<file path="src/sv/lrt_pkg.sv">
`timescale 1ns / 1ps
// ----------------------------------------------------------------------------
// lrt_pkg: shared types and constants of the route table
// Command and status codes, the request and response transfer types, the
// stored route record and the controller state encoding.
// ----------------------------------------------------------------------------
package lrt_pkg;

	localparam int ADDR_BITS = 32;
	localparam logic [5:0] MAX_LEN = 6'd32;

	localparam logic [1:0] CMD_INSERT = 2'd0;
	localparam logic [1:0] CMD_LOOKUP = 2'd1;
	localparam logic [1:0] CMD_DELETE = 2'd2;

	localparam logic [1:0] STAT_OK        = 2'd0;
	localparam logic [1:0] STAT_NOT_FOUND = 2'd1;
	localparam logic [1:0] STAT_FULL      = 2'd2;
	localparam logic [1:0] STAT_BAD_LEN   = 2'd3;

	typedef struct packed {
		logic [1:0]  cmd;
		logic [31:0] address;
		logic [5:0]  prefix_len;
		logic [15:0] if_index;
		logic [31:0] next_hop;
	} req_t;

	typedef struct packed {
		logic [1:0]  status;
		logic [15:0] out_if_index;
		logic [31:0] out_next_hop;
		logic [5:0]  out_prefix_len;
	} rsp_t;

	typedef struct packed {
		logic [31:0] prefix;
		logic [5:0]  length;
		logic [15:0] intf;
		logic [31:0] hop;
	} entry_t;

	typedef enum logic [1:0] {
		IDLE,
		SCAN,
		SHIFT
	} state_t;

endpackage

</file>
<file path="src/sv/lrt_ram.sv">
`timescale 1ns / 1ps
// ----------------------------------------------------------------------------
// lrt_ram: generic simple dual-port RAM
// One write port and one read port, read data registered.
// ----------------------------------------------------------------------------
module lrt_ram #(
	parameter int WIDTH = 8,
	parameter int DEPTH = 32
) (
	input  logic                     clk,
	input  logic                     we,
	input  logic [$clog2(DEPTH)-1:0] waddr,
	input  logic [WIDTH-1:0]         wdata,
	input  logic [$clog2(DEPTH)-1:0] raddr,
	output logic [WIDTH-1:0]         rdata
);

	logic [WIDTH-1:0] mem_q [DEPTH];

	always_ff @(posedge clk) begin
		if (we) begin
			mem_q[waddr] <= wdata;
		end
		rdata <= mem_q[raddr];
	end

endmodule

</file>
<file path="src/sv/lpm_route_table.sv">
`timescale 1ns / 1ps
// ----------------------------------------------------------------------------
// lpm_route_table: IPv4 longest-prefix-match route table
// Routes are kept oldest first in one RAM; lookup and delete scan the used part.
// ----------------------------------------------------------------------------
// A command transfers when start is high and busy is low; req carries the
// command, prefix or destination address, length, interface and next hop.
// Exactly one response per command appears on rsp, marked by a one-cycle
// done; the receiver cannot stall it, so it must take it in that cycle.
// A valid insert writes the next free RAM entry in the transfer cycle; every
// insert responds in the following cycle and busy stays low.
// Lookup reads every stored route once through the single RAM read port and
// keeps the longest match before it responds.
// Delete makes the same scan to find the newest equal route at slot p, then
// moves every later route down by one, reading slot i + 1 and writing slot i
// in the following cycle.
// Busy falls in the cycle of the response, so the next command can be taken
// in that same cycle.
// Reset clears the route count; RAM contents need no clearing since only
// slots below the count are ever read.
// ----------------------------------------------------------------------------
module lpm_route_table #(
	parameter int TABLE_DEPTH = 32
) (
	input  logic          clk,
	input  logic          arst_n,
	input  logic          start,
	output logic          busy,
	input  lrt_pkg::req_t req,
	output logic          done,
	output lrt_pkg::rsp_t rsp
);

	import lrt_pkg::*;

	localparam int AW = $clog2(TABLE_DEPTH);
	localparam int CW = $clog2(TABLE_DEPTH + 1);
	localparam logic [CW-1:0] DEPTH_C = CW'(TABLE_DEPTH);

	state_t state_q, state_d;

	logic [CW-1:0] cnt_q;
	logic [CW-1:0] ip_q;
	logic          vld_s1;
	logic [AW-1:0] idx_s1;
	logic [1:0]    op_q;
	logic [31:0]   addr_q;
	logic [5:0]    len_q;
	logic [5:0]    best_len_q;
	logic [15:0]   best_if_q;
	logic [31:0]   best_hop_q;
	logic          found_q;
	logic [AW-1:0] pos_q;
	logic          done_q;
	rsp_t          rsp_q;

	logic          accept;
	logic          ins_ok;
	logic          issue;
	logic          scan_end;
	logic          hit_lookup;
	logic          hit_delete;
	logic [31:0]   mask;
	logic          we;
	logic [AW-1:0] waddr;
	entry_t        wdata;
	entry_t        rdata;
	logic [$bits(entry_t)-1:0] rdata_raw;
	rsp_t          rsp_d;
	logic          rsp_ld;

	assign accept = start && !busy;
	assign busy   = (state_q != IDLE);
	assign done   = done_q;
	assign rsp    = rsp_q;
	assign rdata  = entry_t'(rdata_raw);

	lrt_ram #(
		.WIDTH($bits(entry_t)),
		.DEPTH(TABLE_DEPTH)
	) u_ram (
		.clk  (clk),
		.we   (we),
		.waddr(waddr),
		.wdata(wdata),
		.raddr(ip_q[AW-1:0]),
		.rdata(rdata_raw)
	);

	always_comb begin
		state_d = state_q;
		unique case (state_q)
			IDLE: begin
				if (accept && (req.cmd == CMD_LOOKUP || req.cmd == CMD_DELETE)) begin
					state_d = SCAN;
				end
			end
			SCAN: begin
				if (scan_end) begin
					state_d = (op_q == CMD_DELETE && found_q) ? SHIFT : IDLE;
				end
			end
			SHIFT: begin
				if (scan_end) begin
					state_d = IDLE;
				end
			end
			default: state_d = IDLE;
		endcase
	end

	always_comb begin
		ins_ok     = accept && req.cmd == CMD_INSERT && req.prefix_len <= MAX_LEN
			&& cnt_q < DEPTH_C;
		issue      = (state_q == SCAN || state_q == SHIFT) && ip_q < cnt_q;
		scan_end   = (ip_q == cnt_q) && !vld_s1;
		mask       = ~({ADDR_BITS{1'b1}} >> rdata.length);
		hit_lookup = state_q == SCAN && vld_s1 && op_q == CMD_LOOKUP
			&& rdata.length != 6'd0 && ((rdata.prefix ^ addr_q) & mask) == 32'd0
			&& rdata.length >= best_len_q;
		hit_delete = state_q == SCAN && vld_s1 && op_q == CMD_DELETE
			&& rdata.prefix == addr_q && rdata.length == len_q;
		we    = 1'b0;
		waddr = cnt_q[AW-1:0];
		wdata = '{prefix: req.address, length: req.prefix_len,
			intf: req.if_index, hop: req.next_hop};
		if (state_q == SHIFT && vld_s1) begin
			we    = 1'b1;
			waddr = idx_s1 - AW'(1);
			wdata = rdata;
		end else if (ins_ok) begin
			we = 1'b1;
		end
	end

	always_comb begin
		rsp_ld       = 1'b0;
		rsp_d        = '0;
		rsp_d.status = STAT_NOT_FOUND;
		if (accept && req.cmd == CMD_INSERT) begin
			rsp_ld = 1'b1;
			if (req.prefix_len > MAX_LEN) begin
				rsp_d.status = STAT_BAD_LEN;
			end else if (cnt_q >= DEPTH_C) begin
				rsp_d.status = STAT_FULL;
			end else begin
				rsp_d.status = STAT_OK;
			end
		end else if (accept && req.cmd != CMD_LOOKUP && req.cmd != CMD_DELETE) begin
			rsp_ld = 1'b1;
		end else if (state_q == SCAN && scan_end) begin
			rsp_ld = 1'b1;
			if (op_q == CMD_LOOKUP && best_len_q != 6'd0) begin
				rsp_d.status         = STAT_OK;
				rsp_d.out_if_index   = best_if_q;
				rsp_d.out_next_hop   = best_hop_q;
				rsp_d.out_prefix_len = best_len_q;
			end
		end else if (state_q == SHIFT && scan_end) begin
			rsp_ld       = 1'b1;
			rsp_d.status = STAT_OK;
		end
	end

	always_ff @(posedge clk or negedge arst_n) begin
		if (!arst_n) begin
			state_q <= IDLE;
			cnt_q   <= '0;
			ip_q    <= '0;
			vld_s1  <= 1'b0;
			done_q  <= 1'b0;
			found_q <= 1'b0;
		end else begin
			state_q <= state_d;
			vld_s1  <= issue;
			if (ins_ok) begin
				cnt_q <= cnt_q + CW'(1);
			end else if (state_q == SHIFT && scan_end) begin
				cnt_q <= cnt_q - CW'(1);
			end
			if (accept) begin
				ip_q    <= '0;
				found_q <= 1'b0;
			end else if (state_q == SCAN && state_d == SHIFT) begin
				ip_q <= CW'(pos_q) + CW'(1);
			end else if (issue) begin
				ip_q <= ip_q + CW'(1);
			end
			if (hit_delete) begin
				found_q <= 1'b1;
			end
			done_q <= (accept && req.cmd != CMD_LOOKUP && req.cmd != CMD_DELETE)
				|| (state_q != IDLE && state_d == IDLE);
		end
	end

	always_ff @(posedge clk) begin
		idx_s1 <= ip_q[AW-1:0];
		if (accept) begin
			op_q       <= req.cmd;
			addr_q     <= req.address;
			len_q      <= req.prefix_len;
			best_len_q <= 6'd0;
			best_if_q  <= 16'd0;
			best_hop_q <= 32'd0;
		end
		if (hit_lookup) begin
			best_len_q <= rdata.length;
			best_if_q  <= rdata.intf;
			best_hop_q <= rdata.hop;
		end
		if (hit_delete) begin
			pos_q <= idx_s1;
		end
		if (rsp_ld) begin
			rsp_q <= rsp_d;
		end
	end

	a_cnt_bound: assert property (@(posedge clk) disable iff (!arst_n)
		cnt_q <= DEPTH_C)
		else $error("route count exceeds table depth");

	a_shift_in_range: assert property (@(posedge clk) disable iff (!arst_n)
		(state_q == SHIFT && vld_s1) |-> (CW'(idx_s1) < cnt_q && idx_s1 != '0))
		else $error("shift touches a slot outside the stored routes");

	a_done_on_finish: assert property (@(posedge clk) disable iff (!arst_n)
		$fell(busy) |-> done)
		else $error("scan finished without a response");

	a_insert_one_cycle: assert property (@(posedge clk) disable iff (!arst_n)
		(start && !busy && req.cmd == CMD_INSERT) |=> (done && !busy))
		else $error("insert did not respond in one cycle");

	a_no_start_scan_empty: assert property (@(posedge clk) disable iff (!arst_n)
		(state_q == SCAN && cnt_q == '0) |-> !vld_s1)
		else $error("read issued on an empty table");

endmodule

</file>
<file path="config.mk">
export PLATFORM = sky130hd
export DESIGN_NAME = lpm_route_table
export DESIGN_NICKNAME = d
export VERILOG_FILES = /design/src/sv/lrt_pkg.sv /design/src/sv/lrt_ram.sv /design/src/sv/lpm_route_table.sv
export SDC_FILE = /design/constraint.sdc
export NUM_CORES = 2
export LEC_CHECK = 0
export ABC_CLOCK_PERIOD_IN_PS = 5600
export BUFFER_PORTS_ARGS = -buffer_cell sky130_fd_sc_hd__buf_2
export CAP_MARGIN = 25
export CORE_MARGIN = 10
export CORE_UTILIZATION = 55
export CTS_CLUSTER_DIAMETER = 200
export DETAILED_ROUTE_END_ITERATION = 10
export PLACE_DENSITY = 0.75
export SLEW_MARGIN = 20
export SYNTH_ARGS = -nofsm -noshare
export SYNTH_HDL_FRONTEND = slang
export SYNTH_SLANG_ARGS = --single-unit
</file>
<file path="constraint.sdc">
create_clock -name clk -period 5.6 [get_ports clk]
set_input_delay 0.28 -clock clk [delete_from_list [all_inputs] [get_ports clk]]
set_output_delay 0.28 -clock clk [all_outputs]
set_load 0.02 [all_outputs]
</file>
==> run_results.csv <==
group,metric,value,unit
power,p_per_area,441,nW/um^2
cts,numCtsBuffers,308,
place,dpl_cell_area,120000,um^2
routing,drc,0,
cts,ctsRootBufferMaster,"clkbuf_16",
timing,hold_viol,0,
die,dieArea,227000,um^2
critical_path,critPathKind,"in -> reg",
critical_path,crit_family,"buffers and inverters",
layout,multi_input_area,24400,um^2
cts,tritoncts,"done",
cts,htree_num_levels,5,
synth,synth_xor_area_frac,0.00412,
global_routing,first_global_vias,55400,
cts,cts_buffer_depth,4,
layout,final-seq-area,89600,um^2
routing,via_per_inst,6.58,
routing,ant_nets,0,
flow_run,maxCapViolCount,0,
timing,hold-worst-slack,0.0124,ns
critical_path,crit_required,6.12,ns
critical_path,start_kind,"primary input",
synth,synth_top_family_by_area,"multiplexers",
synth,synth_compound_area_frac,0.00497,
routing,num_vias,53600,
die,io_pins,149,
status,status,"complete, no violations",
synth,synthArstFlopShare,0.00564,
synth,synth_seq_cells,3015,
die,start_util,0.553,
die,coreArea,207000,um^2
die,num_rows,167,
layout,fin_area,130000,um^2
critical_path,path_cells,"dlygate4sd3_1 > buf_2 > or4_1 > o21ai_0 > and2_1 > nor2b_1 > inv_1 > nor2_1 > a31oi_2 > buf_8 > nor2_4 > buf_4",
routing,wl_per_cell,35.0,um
synth,synth_ff_type,"edfxtp_1",
critical_path,slowest_delay,0.75,ns
power,leakagePower,40.2,nW
hold_path,hold_class,"in -> async",
layout,fin_nets,5237,
synth,synthMuxAreaShare,0.186,
power,ir_drop,0.389,mV
critical_path,critical_path_buf_inv_count,5,
global_routing,gr-total-overflow,0,
global_routing,grt_max_degree,129,
timing,setup_tns,0,ns
die,die_w,477,um
place,globalplace.congestion,0.800,
routing,drt_wl_total,285000,um
synth,synthCells,4739,
synth,synth_fa_ha_area_frac,0.00290,
timing,maxSlewViolCount,0,
critical_path,cp-end-kind,"flip-flop",
synth,synth.cell_area,115000,um^2
routing,drtPass1Iterations,6,
synth,ys.warnings.count,0,
global_routing,grt_pass1_wl,407000,um
cts,clkTransAtPathRegs,0.06,ns
synth,syn_area_per_cell,24.2,um^2
cts,clock-sinks,3015,
synth,synth_edf_count,2907,
synth,yosysSeqAreaShare,0.781,
layout,syn2layout_area_growth,13.3,%
critical_path,critical-path-slowest-cell,"or4_1",
layout,drive_gt1_frac,0.337,
critical_path,crit_fanout,38,
timing,setup_slack,1.45,ns
timing,setup_violations,0,
die,die_y,477,um
place,pre_cts_slack,1.15,ns
timing,max_freq,0.241,GHz
timing,worstMarginPinSlew,1.15,ns
place,dp.final_hpwl,141000,um
timing,slew-limit-headroom,0.229,
timing,rsz0062_at_grt,"false",
timing,finClkSkew,0.0752,ns
power,power,57.3,mW
timing,min_period,4.15,ns
synth,ys_types,54,
layout,n_fill_cell,13200,
critical_path,arrival,4.67,ns
synth,syn_nets,4856,
timing,finalCritPeriodShare,0.741,
place,port_buffers,148,
global_routing,grt_usage,0.248,
global_routing,antenna_found_initial,16,
synth,synth_simple_gate_area_frac,0.0123,
cts,clk_latency,0.95,ns
cts,cts_resized,0,
routing,drt_iter0_drc,7292,
synthesized netlist by cell type, types with 25 or more instances:
cell	number	area (um^2)
and2_2	33	248
buf_1	71	267
ha_1	25	313
dfxtp_1	91	1820
inv_1	28	105
nor2_1	53	199
mux4_2	860	19400
clkbuf_1	152	571
nand2_1	47	176
mux2_2	171	1930
edfxtp_1	2907	87300
xnor2_1	32	280
and2_1	72	450
per-layer routing:
metal	vias to the layer above	wire, um	track usage
met1	28400	103000	0.328
li1	21000	-	-
met3	610	29900	0.0607
met2	3556	140000	0.402
met4	4	11900	0.0971
met5	-	27	0
layout by cell type, fill, tap and decap left out, types with 24 or more instances in the layout:
cell type / synthesis / final
dlygate4sd3_1: 0 / 42
clkbuf_1: 152 / 72
buf_12: 0 / 43
and2_2: 33 / 34
nand2_1: 47 / 45
dfxtp_1: 91 / 91
buf_4: 0 / 68
xnor2_1: 32 / 32
and2_1: 72 / 72
clkbuf_16: 0 / 314
mux4_2: 860 / 860
nor2_4: 0 / 32
bufinv_16: 0 / 24
inv_1: 28 / 28
clkinv_2: 0 / 43
edfxtp_1: 2907 / 2907
ha_1: 25 / 25
clkinv_1: 0 / 50
buf_2: 9 / 149
mux2_2: 171 / 171
final cells by class:
| class | instances | share of cell area |
|---|---|---|
| inverter | 28 | 0.000809 |
| timing repair buffer | 308 | 0.0204 |
| tap | 2788 | 0.0268 |
| clock buffer | 409 | 0.0650 |
| sequential | 3015 | 0.689 |
| antenna | 5 | 0.0000963 |
| multi-input combinational | 1459 | 0.188 |
| clock inverter | 131 | 0.00983 |
where the power goes:
group / switching [mW] / internal (mW)
Combinational: 5.64 / 5.57
Sequential: 0.788 / 25.4
Clock: 8.26 / 11.7
tightest hold or removal path: cells and delay by family:
family / cells / cell delay (ns)
buffers and inverters: 3 / 1.13
state kept, by name (all words and copies together), names as in the netlist, 16 cells and up:
signal / count
u_ram.mem_q: 2752
addr_q: 32
best_if_q: 16
u_ram.rdata: 86
rsp: 56
best_hop_q: 32
logic make-up (layout without fill, tap and decap cells):
family	count (synthesis)	after routing
flip-flops	3015	3015
multiplexers	1034	1034
buffers and inverters	265	876
AND/OR/NAND/NOR	260	260
AO/OA/AOI/OAI	85	85
XOR/XNOR	54	54
adder cells (fa/ha/maj)	26	26
other	0	5
metrics by stage:
stage / utilization / instances
after floorplan: - / 4739
after global placement: 0.577 / 7549
after detailed placement: 0.577 / 7550
after CTS: 0.626 / 8133
after global routing: 0.627 / 8140
final: 0.627 / 8143
worst paths after layout:
path	slack, ns	startpoint	endpoint	cells past startpoint
worst min-delay path	0.01	arst_n	cnt_q[4]	3
worst max register to register	1.58	ip_q[2]	ip_q[4]	11
worst max-delay path	1.45	req[52]	u_ram.mem_q[5][45]	12
max in group asynchronous	5.12	arst_n	ip_q[1]	3
min in group clk	0.10	req[55]	addr_q[1]	2
worst min register to register	0.47	idx_s1[4]	pos_q[4]	0
repair_timing:
| item | 4_1_cts | 5_1_grt |
|---|---|---|
| setup buffers | 0 | 0 |
| hold buffers | 43 | 0 |
| endpoints found under the hold margin | 73 | 0 |
No activity file was read; power rests on OpenSTA's default activity.
